### src/ppebc_pkg.sv
// shared types and constants for the per-process event burst counter
`default_nettype none

package ppebc_pkg;

  localparam int unsigned PID_W   = 23;
  localparam int unsigned COUNT_W = 16;
  localparam int unsigned KIND_W  = 2;

  localparam logic [KIND_W-1:0]  KIND_PROC_CREATE = 2'd0;
  localparam logic [KIND_W-1:0]  KIND_FILE_CREATE = 2'd1;
  localparam logic [COUNT_W-1:0] COUNT_MAX        = 16'hFFFF;
  localparam logic [COUNT_W-1:0] THRESHOLD_RESET  = 16'd50;

  typedef struct packed {
    logic [KIND_W-1:0] kind;
    logic [PID_W-1:0]  proc_id;
  } evt_in_t;

  typedef struct packed {
    logic               alert;
    logic [PID_W-1:0]   alert_proc_id;
    logic [COUNT_W-1:0] burst_count;
    logic               known_process;
    logic               table_full;
  } evt_out_t;

  typedef struct packed {
    logic [PID_W-1:0]   proc_id;
    logic [COUNT_W-1:0] file_count;
  } entry_t;

  typedef enum logic [2:0] {
    OP_NONE,
    OP_CAPTURE,
    OP_STEP,
    OP_HIT,
    OP_MISS,
    OP_EMIT
  } op_e;

  typedef struct packed {
    op_e op;
  } cmd_t;

  typedef struct packed {
    logic searchable;
    logic pid_zero;
    logic hit;
    logic exhausted;
    logic out_free;
  } sts_t;

endpackage

`default_nettype wire

### src/ppebc_ctrl.sv
// sequencing state machine for lookup, update and result transfer
`default_nettype none

module ppebc_ctrl (
  input  wire logic            clk_i,
  input  wire logic            rst_ni,
  input  wire logic            in_valid_i,
  output logic                 in_ready_o,
  input  wire ppebc_pkg::sts_t sts_i,
  output ppebc_pkg::cmd_t      cmd_o
);

  import ppebc_pkg::*;

  typedef enum logic [1:0] {
    ST_IDLE,
    ST_SEARCH,
    ST_EMIT
  } state_e;

  state_e state_q, state_d;
  cmd_t   cmd;

  always_comb begin
    state_d = state_q;
    cmd.op  = OP_NONE;
    case (state_q)
      ST_IDLE: begin
        if (in_valid_i) begin
          cmd.op  = OP_CAPTURE;
          state_d = ST_SEARCH;
        end
      end
      ST_SEARCH: begin
        if (!sts_i.searchable || sts_i.pid_zero || sts_i.exhausted) begin
          cmd.op  = OP_MISS;
          state_d = ST_EMIT;
        end else if (sts_i.hit) begin
          cmd.op  = OP_HIT;
          state_d = ST_EMIT;
        end else begin
          cmd.op = OP_STEP;
        end
      end
      ST_EMIT: begin
        if (sts_i.out_free) begin
          cmd.op  = OP_EMIT;
          state_d = ST_IDLE;
        end
      end
      default: begin
        state_d = ST_IDLE;
      end
    endcase
  end

  always_ff @(posedge clk_i or negedge rst_ni) begin
    if (!rst_ni) begin
      state_q <= ST_IDLE;
    end else begin
      state_q <= state_d;
    end
  end

  assign in_ready_o = (state_q == ST_IDLE);
  assign cmd_o      = cmd;

endmodule

`default_nettype wire

### config.mk
export PLATFORM = sky130hd
export DESIGN_NAME = ppebc_ctrl
export DESIGN_NICKNAME = d
export VERILOG_FILES = /design/src/ppebc_pkg.sv /design/src/ppebc_ctrl.sv
export SDC_FILE = /design/constraint.sdc
export NUM_CORES = 1
export LEC_CHECK = 0
export BUFFER_PORTS_ARGS = -buffer_cell sky130_fd_sc_hd__buf_2
export CAP_MARGIN = 5
export CORE_AREA = 2 2 39 41
export CTS_CLUSTER_DIAMETER = 40
export CTS_CLUSTER_SIZE = 30
export DETAILED_ROUTE_END_ITERATION = 10
export DIE_AREA = 0 0 41 43
export PLACE_DENSITY_LB_ADDON = 0.08
export SETUP_SLACK_MARGIN = 0.02
export SYNTH_ARGS = -nofsm -noshare
export SYNTH_HDL_FRONTEND = slang
export SYNTH_SLANG_ARGS = --single-unit
export TNS_END_PERCENT = 5
### constraint.sdc
create_clock -name clk_i -period 1.5 [get_ports clk_i]
set_input_delay 0.45 -clock clk_i [delete_from_list [all_inputs] [get_ports clk_i]]
set_output_delay 0.45 -clock clk_i [all_outputs]
set_load 0.1 [all_outputs]
[After elaboration in Yosys (flattened, before gate mapping)]
Cells that the tools add are included.
Word-level totals
  flip-flop bits (word level): 2
  ROM bits: 0
  output and inout bits: 4
  memories: 0
  RAM bits: 0
  bits in latches: 0
Operators by class
  bitwise gates (word level): 0
  equality and inequality tests: 5
  order comparisons: 0
  reduce and logical (&&, ||, !) cells: 5
  add/sub/neg operators: 0
  divide/modulo/power cells: 0
  shifts and indexed selects: 0
  multiplexer cells: 10
  multiply operators: 0
Operator list (number)
  case mux 3 bit (3 select lines): 1
  2-to-1 mux 2 bit: 4
  2-to-1 mux 3 bit: 2
  case mux 2 bit (3 select lines): 1
  inequality test 2 bit, second input constant: 2
  inequality test 3 bit, second input constant: 1
  AND reduction 3 bit: 1
  equality test 2 x 1 -> 1 bit, second input constant: 1
  equality test 2 bit, second input constant: 1
  logical NOT 2 bit: 1
  logical OR 1 bit: 2
  2-to-1 mux 1 bit: 2
  logical NOT 1 bit: 1

[Longest topological paths before layout]
Gate-level depths: netlist (run 1).
  depth after elaboration: 5
  mapped depth: 2
  mapped depth without buffers: 2

[Worst setup path after synthesis (run 1)]
Ideal clock, no wire load.
  path kind: register to output
  start: register state_q[1]
  end: output cmd_o[2] (netlist name)
  arrival time: 2.075 ns
  data required time: 1.050 ns
  stages on the path, launching flop included: 3
  setup slack: -1.025 ns
  path buffers: 0
  path through: dfrtp_1 nand2b_1 o22ai_1
RTL lines
  start: declaration: RTL line ppebc_ctrl.sv:21  | state_e state_q, state_d;
  start signal: assignment: RTL line ppebc_ctrl.sv:61  | state_q <= state_d;
  end: declaration: RTL line ppebc_ctrl.sv:10  | output ppebc_pkg::cmd_t cmd_o

==> results.sh, run 1 <==
export IMPL_cts_tree="done"
export IMPL_die_y_um=43
export IMPL_synth_top_cell_area_share=0.299
export IMPL_tightest_slew_ns=0.448
export IMPL_slew_headroom=0.697
export IMPL_yosys_warnings=0
export IMPL_setup_tns_ns=-1.07
export IMPL_final_core_util=0.297
export IMPL_overflow=0
export IMPL_drtIter0Drc=3
export IMPL_rsz0062_at_grt="yes"
export IMPL_wirelength_um=546
export IMPL_drtPass1Iterations=4
export IMPL_top_regs="state_q (2)"
export IMPL_pwr_density_cell_nw_per_um2=2370
export IMPL_cts_buffers=3
export IMPL_largest_reg_flops=2
export IMPL_setup_ws_ns=-0.415
export IMPL_drc_errors=0
export IMPL_n_fill_cell=141
export IMPL_period_minus_slack_ns=1.92
export IMPL_grt_use_total=0.0832
export IMPL_cts_buffer_depth=2
export IMPL_finish_instance_area_um2=412
export IMPL_die_x_um=41
export IMPL_synth_seq_cells=2
export IMPL_instances_no_fill=55
export IMPL_die_area_um2=1760
export IMPL_regMostFlops="state_q"
export IMPL_status="complete, but fails checks"
export IMPL_failed_checks="setup timing"
export IMPL_cts_root_buffer="clkbuf_4"
export IMPL_drt_antenna_violating_nets=0
export IMPL_yosysUniqueCellTypes=15
export IMPL_routed_via_density=4.00
export IMPL_dpl_cell_area_um2=369
export IMPL_dp_cells=51
export IMPL_required_ns=1.05
export IMPL_clock_latency_ns=0.22
export IMPL_grt_pass1_vias=217
export IMPL_crit_type="input pin to output port"
export IMPL_postCtsSetupBuffers=0
export IMPL_finalSetupViolCount=4
export IMPL_ir_drop_v=0.00133
export IMPL_clkTransAtPathRegs_ns=0.03
export IMPL_io_pins=12
export IMPL_grt_max_degree=7
export IMPL_drv_cap=0
export IMPL_fmax_mhz=522
export IMPL_grt_pass1_wl_um=890
export IMPL_fin_nets=49
export IMPL_rows=14
export IMPL_gp_congestion=0.632
export IMPL_antennaDiodeCount=0
export IMPL_synth_seq_area_share=0.299
export IMPL_io_buffer_count=11
export IMPL_clock_sink_count=2
export IMPL_final_max_slew_violation_count=0
export IMPL_fin_skew_ns=0.00357
export IMPL_worst_path_max_fanout=2
export IMPL_total_power_uw=977
export IMPL_multi_input_area_um2=140
export IMPL_hold_viol_final=0
export IMPL_core_um2=1380
export IMPL_layout_drive_gt1_share=0.692
export IMPL_cts_htree_levels=1
export IMPL_p_leak_uw=0.000180
export IMPL_initial_utilization=0.121
export IMPL_area_delta_synth_final_pct=146
export IMPL_antenna_found_initial=0
export IMPL_vias=220
export IMPL_syn_cell_area_um2=168
export IMPL_regArea_um2=51.3
export IMPL_worstSetupStartpointType="input pin"
export IMPL_synth_cells=18
export IMPL_avgSynthCellArea_um2=9.31
export IMPL_hp_class="input pin to flop"
export IMPL_synth_nets=26
export IMPL_synth_area_leaders="dfrtp_1, or4b_4, o22ai_1"
export IMPL_fin_crit_sh=1.28
export IMPL_cp_data_arrival_time_ns=1.47
export IMPL_end_kind="output port"
export IMPL_synth_largest_area_cell="dfrtp_1"
export IMPL_wire_per_inst_um=9.93
==> power by group <==
group | internal (uW) | switching (uW) | leakage [uW]
clock network | 88.3 | 31.4 | 0.0000138
registers | 77.6 | 25.0 | 0.0000243
logic | 306 | 449 | 0.000142
total | 472 | 505 | 0.000180
==> routing by layer <==
metal | vias up | track usage | wire (um)
met2 | 9 | 0.100 | 254
met4 | 0 | 0.0800 | 0
met1 | 99 | 0.0958 | 256
met3 | 0 | 0.0471 | 35
met5 | - | 0 | 0
li1 | 112 | - | -
==> critical path, stage by stage <==
cell and delay [ns]:
buf_2 0.11, or4b_4 0.57, o22ai_4 0.14, buf_12 0.19
==> through the flow <==
stage          hold slack, ns  worst slack, ns
2_1_floorplan           0.154           -0.515
3_3_place_gp            0.234           -0.408
3_5_place_dp            0.236           -0.417
4_1_cts                 0.475           -0.429
5_1_grt                 0.482           -0.461
6_report                0.481           -0.415
==> area by class of cell <==
class                   count  share of cell area
well taps                  16              0.0486
inverters                   1             0.00912
flip-flops and latches      2               0.125
multi-input cells          15               0.340
repair buffers             18               0.422
clock buffers               3              0.0547
==> cells in the mapped netlist, drive strengths merged <==
cell / count
or4b: 1
a22o: 1
dfrtp: 2
inv: 1
nor2: 2
nor3b: 1
and2b: 1
o22ai: 3
mux2i: 1
nand2b: 1
or2b: 1
nor4b: 1
nand2: 2
==> logic make-up after synthesis <==
group	after synthesis	share of synthesized area
AND/OR/NAND/NOR	10	0.418
multiplexers	1	0.0597
buffers and inverters	1	0.0224
flip-flops	2	0.299
AO/OA/AOI/OAI	4	0.201
==> repair_timing <==
action	CTS	global route
hold buffers	1	0
gates resized for setup	3	0
cloned	0	0
setup endpoints to repair	4	4
pin swaps	3	0
hold endpoints to repair	2	0
==> cells in the final DEF (no fill, tap or decap) <==
master,n
buf_2,7
buf_4,5
buf_12,4
clkbuf_4,3
nor2_4,2
nand2_1,2
inv_1,1
or4b_4,1
nand2b_1,1
nor3b_1,1
o22ai_2,1
mux2i_1,1
o22ai_4,1
or2b_1,1
nor4b_1,1
o22ai_1,1
and2b_2,1
a22o_1,1
dlygate4sd3_1,1
buf_6,1
dfrtp_2,1
dfrtp_1,1
==> final timing paths <==
path,start,to,slack (ns),depth (start not counted)
worst max-delay path,sts_i[1],cmd_o[0],-0.42,4
worst min-delay path,in_valid_i,state_q[0]$_DFFE_PN0P_,0.48,2
worst max register to register,state_q[0]$_DFFE_PN0P_,state_q[0]$_DFFE_PN0P_,0.45,3
worst min register to register,state_q[0]$_DFFE_PN0P_,state_q[1]$_DFFE_PN0P_,0.67,2
max in group asynchronous,rst_ni,state_q[0]$_DFFE_PN0P_,0.85,2
min in group asynchronous,rst_ni,state_q[1]$_DFFE_PN0P_,0.54,2
(Power assumes the default switching activity.)
==> inputs of run 2 (changes only) <==
--- a/config.mk
+++ b/config.mk
@@ -14,6 +14,7 @@
 export DIE_AREA = 0 0 41 43
 export PLACE_DENSITY_LB_ADDON = 0.08
 export SETUP_SLACK_MARGIN = 0.02
+export SKIP_LAST_GASP = 1
 export SYNTH_ARGS = -nofsm -noshare
 export SYNTH_HDL_FRONTEND = slang
 export SYNTH_SLANG_ARGS = --single-unit
==> run 2 against run 1 <==
  * Highest routed layer unchanged
  * Via count fell by 0.45%
  * Critical path type unchanged
  * Sequential share of layout area about the same
  * The run still ends with setup timing left
  * Register-to-register slack got worse by 0.03 ns
  * Non-clock buffer count did not move
  * Final area shrank 2.4%
==> results.sh, run 2 (synthesized netlist as in run 1, its figures left out) <==
export IMPL_largest_reg_flops=2
export IMPL_n_fill_cell=142
export IMPL_die_x_um=41
export IMPL_ff2ff_setup_slack_ns=0.42
export IMPL_final_max_slew_violation_count=0
export IMPL_fin_nets=49
export IMPL_setup_ws_ns=-0.415
export IMPL_grt_use_total=0.0842
export IMPL_cp_data_arrival_time_ns=1.47
export IMPL_initial_utilization=0.121
export IMPL_routed_via_density=3.98
export IMPL_worstHoldPathCells=2
export IMPL_path_cells="buf_2, or4b_4, o22ai_4, buf_12"
export IMPL_antenna_found_initial=0
export IMPL_fmax_mhz=522
export IMPL_die_y_um=43
export IMPL_ir_drop_v=0.00129
export IMPL_worstSetupStartpointType="input pin"
export IMPL_antennaDiodeCount=0
export IMPL_gp_congestion=0.632
export IMPL_drtPass1Iterations=4
export IMPL_status="complete, but fails checks"
export IMPL_fin_skew_ns=0.00337
export IMPL_cts_buffers=3
export IMPL_cts_tree="done"
export IMPL_final_cell_mix="buf_2, buf_4, buf_12"
export IMPL_layout_drive_gt1_share=0.667
export IMPL_grt_pass1_vias=217
export IMPL_grt_pass1_wl_um=910
export IMPL_tightest_slew_ns=0.479
export IMPL_slew_headroom=0.676
export IMPL_clkTransAtPathRegs_ns=0.03
export IMPL_wire_per_inst_um=9.82
export IMPL_grt_max_degree=7
export IMPL_rows=14
export IMPL_critPathMaxStageDelay_ns=0.57
export IMPL_final_core_util=0.290
export IMPL_worst_path_max_fanout=2
export IMPL_drtIter0Drc=2
export IMPL_wirelength_um=540
export IMPL_end_kind="output port"
export IMPL_die_area_um2=1760
export IMPL_period_minus_slack_ns=1.92
export IMPL_holdCritStartpoint="in_valid_i"
export IMPL_core_um2=1380
export IMPL_regMostFlops="state_q"
export IMPL_top_regs="state_q (2)"
export IMPL_fin_crit_sh=1.28
export IMPL_cts_htree_levels=1
export IMPL_pwr_density_cell_nw_per_um2=2380
export IMPL_drv_cap=0
export IMPL_cts_root_buffer="clkbuf_4"
export IMPL_crit_type="input pin to output port"
export IMPL_rsz0062_at_grt="yes"
export IMPL_clock_latency_ns=0.23
export IMPL_overflow=0
export IMPL_drc_errors=0
export IMPL_required_ns=1.05
export IMPL_timing_hold_ws_ns=0.480
export IMPL_vias=219
export IMPL_instances_no_fill=55
export IMPL_slowest_stage="or4b_4"
export IMPL_failed_checks="setup timing"
export IMPL_hp_class="input pin to flop"
export IMPL_r2r_start="state_q[0]$_DFFE_PN0P_"
export IMPL_hold_path_end="state_q[0]$_DFFE_PN0P_"
export IMPL_io_pins=12
export IMPL_cts_buffer_depth=2
export IMPL_final_common_cell="buf_2"
export IMPL_clock_sink_count=2
export IMPL_reg2reg_to="state_q[0]$_DFFE_PN0P_"
export IMPL_area_delta_synth_final_pct=140
export IMPL_finalSetupViolCount=4
export IMPL_ff2ff_path_depth=3
export IMPL_p_leak_uw=0.000178
export IMPL_postCtsSetupBuffers=0
export IMPL_hold_viol_final=0
export IMPL_io_buffer_count=11
export IMPL_drt_antenna_violating_nets=0
export IMPL_dp_cells=51
[run 2: changes by cell type in the layout (fill, tap and decap cells not counted)]
cell | before | now
buf_4 | 5 | 6
buf_6 | 1 | 0
dfrtp_1 | 1 | 2
dfrtp_2 | 1 | 0
nor2_2 | 0 | 1
nor2_4 | 2 | 1
[run 2: layout make-up]
cell class	count	area, um^2	share of cell area
sequential	2	50.0	0.125
multi-input combinational	15	135	0.336
inverter	1	3.75	0.00935
tap	16	20.0	0.0498
timing repair buffer	18	170	0.424
clock buffer	3	22.5	0.0561
[run 2: worst max-delay path by stage]
stage                           start        to  slack, ns
6_report                     sts_i[1]  cmd_o[0]      -0.42
5_1_grt        state_q[1]$_DFFE_PN0P_  cmd_o[0]      -0.46
4_1_cts        state_q[1]$_DFFE_PN0P_  cmd_o[0]      -0.43
2_1_floorplan                sts_i[1]  cmd_o[0]      -0.51
3_3_place_gp                 sts_i[1]  cmd_o[0]      -0.41
3_5_place_dp                 sts_i[1]  cmd_o[0]      -0.42
[run 2: critical path: cells and delay by family]
kind | cells | cell delay, ns
AOI/OAI and AO/OA | 1 | 0.14
buffers and inverters | 2 | 0.30
and+or+nand+nor | 1 | 0.57
[run 2: timing repair]
action	in CTS	in global routing
hold buffers	1	0
endpoints found under the hold margin	2	0
gates cloned	0	0
endpoints found under the setup margin	4	4
pin swaps	1	0
resized for setup	0	0
[run 2: routing by layer]
metal,share of wire,global-route usage,wire length (um)
met1,0.48,0.0990,261
met2,0.45,0.100,242
met3,0.065,0.0471,35
met4,0,0.0800,0
met5,0,0,0
[run 2: stage by stage]
step	setup TNS [ns]	instance area (um^2)	worst slack, ns	power [uW]
final	-1.19	402	-0.415	955
after global routing	-1.42	402	-0.461	1000
after CTS	-1.26	402	-0.429	968
after detailed placement	-0.996	369	-0.417	837
after global placement	-0.978	369	-0.408	837
after floorplan	-1.75	189	-0.515	550
[run 2: where the power goes]
group	total [uW]	internal [uW]	switching (uW)	leakage, uW
sequential	99.2	75.9	23.3	0.0000256
combinational	735	295	441	0.000138
clock	120	88.4	31.7	0.0000138
